## src/rtl/tli_pkg.sv

```systemverilog
// Shared types and constants for the table linear interpolator.
package tli_pkg;

    localparam int TABLE_DEPTH = 64;
    localparam int ADDR_W      = $clog2(TABLE_DEPTH);
    localparam int CNT_W       = $clog2(TABLE_DEPTH + 1);
    localparam int DATA_W      = 32;
    localparam int DIV_CNT_W   = $clog2(DATA_W);
    localparam int PIU_W       = 7;
    localparam int INDEX_W     = 6;
    localparam int STATUS_W    = 2;
    localparam int PADDR_W     = 3;
    localparam int PDATA_W     = 32;
    localparam int QUEUE_DEPTH = 2;
    localparam int QPTR_W      = $clog2(QUEUE_DEPTH);
    localparam int QCNT_W      = $clog2(QUEUE_DEPTH + 1);

    localparam logic OP_WRITE = 1'b0;
    localparam logic OP_QUERY = 1'b1;

    localparam logic [STATUS_W-1:0] STATUS_OK    = 2'd0;
    localparam logic [STATUS_W-1:0] STATUS_RANGE = 2'd1;
    localparam logic [STATUS_W-1:0] STATUS_SHORT = 2'd2;

    localparam logic [PADDR_W-3:0] REG_POINTS_IN_USE = '0;

    typedef enum logic [1:0] {
        CMD_WRITE,
        CMD_DROP,
        CMD_SHORT,
        CMD_QUERY
    } cmd_kind_t;

    typedef struct packed {
        cmd_kind_t          kind;
        logic [ADDR_W-1:0]  addr;
        logic [DATA_W-1:0]  energy;
        logic [DATA_W-1:0]  mu;
        logic [ADDR_W-1:0]  last;
    } cmd_t;

    typedef struct packed {
        logic [DATA_W-1:0] energy;
        logic [DATA_W-1:0] mu;
    } entry_t;

endpackage

```

## src/rtl/tli_front.sv

```systemverilog
// Front end: APB register, transaction classification and command queue.
module tli_front (
    input  logic                          aclk,
    input  logic                          aresetn,
    input  logic                          psel,
    input  logic                          penable,
    input  logic                          pwrite,
    input  logic [tli_pkg::PADDR_W-1:0]   paddr,
    input  logic [tli_pkg::PDATA_W-1:0]   pwdata,
    output logic [tli_pkg::PDATA_W-1:0]   prdata,
    input  logic                          s_valid,
    output logic                          s_ready,
    input  logic                          s_operation,
    input  logic [tli_pkg::INDEX_W-1:0]   s_point_index,
    input  logic [tli_pkg::DATA_W-1:0]    s_point_energy,
    input  logic [tli_pkg::DATA_W-1:0]    s_point_mu,
    input  logic [tli_pkg::DATA_W-1:0]    s_query_energy,
    output logic                          q_valid,
    output tli_pkg::cmd_t                 q_cmd,
    input  logic                          q_pop
);
    import tli_pkg::*;

    logic [PIU_W-1:0]  points_in_use_reg;
    logic              reg_sel;
    logic [CNT_W-1:0]  n_eff;
    cmd_t              cmd_in;
    logic              push;

    cmd_t              queue_reg [QUEUE_DEPTH];
    logic [QPTR_W-1:0] wr_ptr_reg;
    logic [QPTR_W-1:0] rd_ptr_reg;
    logic [QCNT_W-1:0] count_reg;

    assign reg_sel = (paddr[PADDR_W-1:2] == REG_POINTS_IN_USE);

    always_ff @(posedge aclk) begin
        if (!aresetn) begin
            points_in_use_reg <= '0;
        end else if (psel && penable && pwrite && reg_sel) begin
            points_in_use_reg <= pwdata[PIU_W-1:0];
        end
    end

    assign prdata = reg_sel ? PDATA_W'(points_in_use_reg) : '0;

    always_comb begin
        if (32'(points_in_use_reg) > TABLE_DEPTH) begin
            n_eff = CNT_W'(TABLE_DEPTH);
        end else begin
            n_eff = CNT_W'(points_in_use_reg);
        end
        cmd_in.addr = ADDR_W'(s_point_index);
        cmd_in.mu   = s_point_mu;
        cmd_in.last = ADDR_W'(n_eff - CNT_W'(1));
        if (s_operation == OP_WRITE) begin
            cmd_in.energy = s_point_energy;
            cmd_in.kind   = (32'(s_point_index) < TABLE_DEPTH) ? CMD_WRITE : CMD_DROP;
        end else begin
            cmd_in.energy = s_query_energy;
            cmd_in.kind   = (n_eff < CNT_W'(2)) ? CMD_SHORT : CMD_QUERY;
        end
    end

    assign s_ready = (count_reg != QCNT_W'(QUEUE_DEPTH));
    assign push    = s_valid && s_ready;
    assign q_valid = (count_reg != '0);
    assign q_cmd   = queue_reg[rd_ptr_reg];

    always_ff @(posedge aclk) begin
        if (!aresetn) begin
            wr_ptr_reg <= '0;
            rd_ptr_reg <= '0;
            count_reg  <= '0;
        end else begin
            if (push) begin
                queue_reg[wr_ptr_reg] <= cmd_in;
                wr_ptr_reg            <= wr_ptr_reg + QPTR_W'(1);
            end
            if (q_pop) begin
                rd_ptr_reg <= rd_ptr_reg + QPTR_W'(1);
            end
            if (push && !q_pop) begin
                count_reg <= count_reg + QCNT_W'(1);
            end else if (!push && q_pop) begin
                count_reg <= count_reg - QCNT_W'(1);
            end
        end
    end

    a_pop_needs_entry: assert property (@(posedge aclk) disable iff (!aresetn)
        q_pop |-> (count_reg != '0))
        else $error("command queue popped while empty");

endmodule

```

## config.mk

```make
export PLATFORM = sky130hd
export DESIGN_NAME = tli_front
export DESIGN_NICKNAME = d
export VERILOG_FILES = /design/src/rtl/tli_pkg.sv /design/src/rtl/tli_front.sv
export SDC_FILE = /design/constraint.sdc
export NUM_CORES = 1
export LEC_CHECK = 0
export BUFFER_PORTS_ARGS = -buffer_cell sky130_fd_sc_hd__clkbuf_2
export CAP_MARGIN = 20
export CORE_MARGIN = 2
export CORE_UTILIZATION = 42
export DETAILED_ROUTE_END_ITERATION = 8
export HOLD_SLACK_MARGIN = 0.15
export PLACE_DENSITY = 0.69
export RECOVER_POWER = 100
export SYNTH_ARGS = -nofsm -noshare
export SYNTH_HDL_FRONTEND = slang
export SYNTH_SLANG_ARGS = --single-unit
```

## constraint.sdc

```tcl
create_clock -name aclk -period 4.5 [get_ports aclk]
set_input_delay 0.45 -clock aclk [delete_from_list [all_inputs] [get_ports aclk]]
set_output_delay 0.45 -clock aclk [all_outputs]
set_load 0.02 [all_outputs]
```

Yosys cells after proc, flatten, opt, wreduce, memory -nomap -nowiden

Memories as Yosys holds them, arrays and structs flattened. A register that Yosys moved wholly into a read port is not among the register bits.
Index checks and enable logic that the tools add are counted.
W data, S select, Z words.

Input bits: 145
Memories kept: 1
RAM bits: 156
Register bits after elaboration: 11
Output and inout bits: 112

Memories:

| name      | words | width | read ports | clocked after memory_dff | write ports | line            | RTL |
|---|---|---|---|---|---|---|---|
| queue_reg | 2     | 78    | 1          | 1                        | 1           | tli_front.sv:30 | `cmd_t queue_reg [QUEUE_DEPTH];` |

Mux-type cells: 12
Eq/ne operators: 1
Reductions and logical operators: 10
Add/sub/neg operators: 5
Order comparisons: 2
Bitwise gates (word level): 1

Operators by type and width:

| cell                  | number |
|---|---|
| $mux W32              | 1 |
| $mux W7               | 2 |
| $gt A7 B7 Y1 const B  | 1 |
| $lt A7 B2 Y1 const B  | 1 |
| $logic_and A1 B1 Y1   | 6 |
| $mux W1               | 6 |
| $mux W2               | 3 |
| $sub A6 B1 Y6 const B | 1 |
| $reduce_bool A2 Y1    | 2 |
| $add A1 B1 Y1 const B | 2 |
| $add A2 B1 Y2 const B | 1 |
| $logic_not A1 Y1      | 2 |
| $ne A2 B2 Y1 const B  | 1 |
| $sub A2 B1 Y2 const B | 1 |
| $not A1 Y1            | 1 |

Depth between registers and ports, before layout

Word-level depth: 6
Mapped depth: 6

Worst setup path after synthesis

OpenSTA, ideal clock, no wires.

Kind: in2reg
From: in aresetn
To: mem queue_reg[0][0] (netlist name), enable pin
Data required time: 3.985 ns
Buffers on the path: 1
Setup slack: -0.010 ns
Setup time: 0.515 ns
Stages on the path: 3
Data arrival time: 3.996 ns
Path through: clkbuf_1 > nand3_1 > nor2_1

Cells in the longest elaborated chain, start to end: 2

Ends and longest elaborated chain:

| element                       | line            | RTL |
|---|---|---|
| from (decl)                   | tli_front.sv:4  | `input logic aresetn,` |
| $mux W1                       | tli_front.sv:71 | `if (!aresetn) begin` |
| $mux W1 (implied by the code) | tli_front.sv:77 | `queue_reg[wr_ptr_reg] <= cmd_in;` |
| to (decl)                     | tli_front.sv:30 |  |

Every way passes these cells.

==> impl_metrics.ini <==
[outcome]
run_status = finished, violations left
violated_checks = max-capacitance violations, max-slew violations

[worst_setup_path]
worst-path-max-fanout = 63
largest_delay_share_family_worst_path = flip-flops
critical_path_buf_inv_count = 2
worst_setup_path_end_kind = output pin
cp_cell_sequence = buf_4, mux2_2, clkbuf_1
worst_ep_arrival_time_ns = 2.80
critPathKind = flip-flop to output pin
number_of_cells_on_the_worst_reg_to_reg_path = 5
endpoint_required_time_on_the_critical_path_ns = 4.05
rrSetupSlack_ns = 1.34
critical-path-max-stage-delay_ns = 1.32
critical-path-slowest-cell = dfxtp_2
cp-start-kind = flip-flop
rr_startpoint = count_reg[0]
worst_r2r_endpoint = queue_reg[0][34]

[clocking]
ctsHtreeMaxLevel = 4
cts_hold_buf = 0
cts_buffer_depth = 2
post-cts-setup-buffers = 0
clkLatencyLatePin_ns = 0.42
cts_tree = yes
cts-root-buf = clkbuf_16
post_cts_resized = 0
clk_pin_slew_ns = 0.07
cts-buffers-inserted = 17
clkSinkCount = 168

[cells_and_area]
final_nets = 741
commonest_cells_after_routing_fill_and_taps_aside = edfxtp_1 (156), clkbuf_2 (109), clkbuf_1 (96), mux2_2 (62), mux2_1 (47)
final.fill_count = 1444
num_antenna_cells = 0
layout.cells.most_common = edfxtp_1
synth_to_layout_area_growth_pct = 21.3
proportion_of_layout_cells_with_a_drive_suffix_above_1_pct = 34.3
largest_register_ffs = 156

[sta]
fin_ws_ns = 1.25
setup_viol = 0
rsz_0062_raised_after_global_routing = false
worst_hold_margin_ns = 0.223
timing_worst_slew_pin_value_ns = 2.54
slew_viol_final = 218
finalCritPeriodShare_pct = 72.2
hold_viol = 0
max_slew_margin_pct = -69.6
totalNegativeSetupSlack_ns = 0
max_freq_ghz = 0.308
skew_ns = 0.00721
layout_min_cycle_time_ns = 3.25

[power]
peakVddDrop_mv = 0.225
pwr_density_cell_mw_per_mm2 = 436
p_leak_nw = 3.07

[yosys]
synth_enable_flop_cells = 156
async_reset_ff_share_pct = 0
synth_cell_area_mm2 = 0.00698
synthFlopType = edfxtp_1
synth_cell_type_count = 32
synth-seq-area-share_pct = 70.5
synth_warnings = 0
yosys_register_bits = 168
syn_inst = 384
synthesis.area_per_instance_um2 = 18.2

[global_routing]
grt_pass1_wl_mm = 20.7
antenna_violations_before_repair = 0
grt_usage_pct = 15.3
gr-total-overflow = 0
first_global_vias = 4102
grt_start_max_net_pins = 79

[routing]
route.detailed.wl_per_inst_um = 16.0
drt_pre_antenna_iters = 4
detailroute.via_count = 3861
routed_wirelength_mm = 13.2
drtIter0Drc = 137
postRouteAntennaNets = 0
avgViaCountPerCell = 4.67
drc = 0

[die]
die-area_mm2 = 0.0177
coreArea_mm2 = 0.0164
floorplan.initialDensity_pct = 42.6
row_count = 47
chipWidth_um = 133
die_h_um = 133
floorplan.io_pins = 257

[min_path]
hold-path-cell-count = 1
timing.hold.worst.class = input port to flip-flop
min_delay_worst_endpoint = queue_reg[0][73]
hold_path_startpoint = s_point_index[3]

[placed_design]
final_hpwl_from_detailed_placement_mm = 8.78
finalWeightedCongestion = 0.737
numPortBuffers = 204
detailedPlace.worstSlack_ns = 2.08

[run]
maxCapViolCount = 5
-- worst reg2reg max path, delay by kind of cell (launching register included) --
family,cells,cell delay (ns)
and+or+nand+nor,3,0.39
buffers and inverters,2,1.91
DFF,1,0.39
-- logic make-up (layout without fill, tap and decap cells) --
| group | after synthesis | count (layout) | synth area share [%] |
|---|---|---|---|
| DFF | 168 | 168 | 70.5 |
| xor gates and xnor gates | 5 | 5 | 0.627 |
| muxes | 118 | 118 | 20.0 |
| adders and majority gates | 2 | 2 | 0.358 |
| and+or+nand+nor | 38 | 38 | 3.37 |
| other | 1 | 25 | 0.0537 |
| buffers and inverters | 45 | 244 | 4.48 |
| AOI/OAI and AO/OA | 7 | 7 | 0.609 |
-- layout make-up --
cell class	count	area [um2]	area share (%)
clock buffers	17	425	5.02
clock inverters	15	133	1.57
inverters	4	15.0	0.177
multi-input cells	195	1760	20.8
flip-flops and latches	168	4930	58.1
well taps	220	275	3.25
repair buffers	208	937	11.1
-- how the worst max path moves through the flow --
| stage | from | end | slack (ns) | cells after the start |
|---|---|---|---|---|
| global route | count_reg[0] | queue_reg[0][34] | 0.98 | 5 |
| global placement | flip-flop | q_cmd[35] | 2.09 | 3 |
| finish | flip-flop | q_cmd[34] | 1.25 | 3 |
| CTS | flip-flop | q_cmd[25] | 1.62 | 3 |
| floorplan | aresetn | queue_reg[0][0] | 1.29 | 3 |
| detailed placement | flip-flop | q_cmd[25] | 2.08 | 3 |
-- layer usage --
layer / track usage (%) / share of wire [%] / vias to the layer above
met5: 0 / 0 / -
met4: 5.85 / 2.0 / 0
met3: 5.29 / 6.9 / 24
met2: 25.8 / 50 / 154
met1: 18.0 / 42 / 1863
li1: - / - / 1820
-- cell usage after synthesis (2+ instances only) --
cell type / instances / share of area, %
mux2i_1: 8 / 1.1
nor2_1: 3 / 0.16
mux2_4: 20 / 4.3
or3_1: 2 / 0.18
buf_2: 9 / 0.65
dfxtp_1: 12 / 3.4
edfxtp_1: 156 / 67
nor2b_1: 13 / 1.2
xor2_1: 2 / 0.25
inv_1: 4 / 0.21
xnor2_1: 3 / 0.38
and2_1: 3 / 0.27
o21ai_0: 4 / 0.29
ha_1: 2 / 0.36
mux2_2: 90 / 15
nand2b_1: 6 / 0.54
a21boi_0: 2 / 0.21
nor3_1: 2 / 0.14
buf_4: 25 / 2.7
and2b_1: 2 / 0.21
buf_6: 5 / 0.81
-- per-stage QoR --
| stage | std cells | cell area, um2 | util (%) | power (W) |
|---|---|---|---|---|
| final | 827 | 8470 | 51.6 | 0.00369 |
| after global placement | 794 | 8110 | 49.4 | 0.00240 |
| after CTS | 826 | 8670 | 52.8 | 0.00378 |
| after global routing | 827 | 8470 | 51.6 | 0.00384 |
| after floorplan | 408 | 7070 | - | 0.00225 |
| after detailed placement | 794 | 8110 | 49.4 | 0.00242 |
-- power breakdown --
group          total (W)  switching (W)  internal, W  leakage (nW)
registers        0.00186      0.0000444      0.00182          1.51
logic           0.000471       0.000290     0.000181          1.29
clock network    0.00136       0.000633     0.000726         0.263
total            0.00369       0.000968      0.00273          3.07
(Power assumes the default switching activity.)
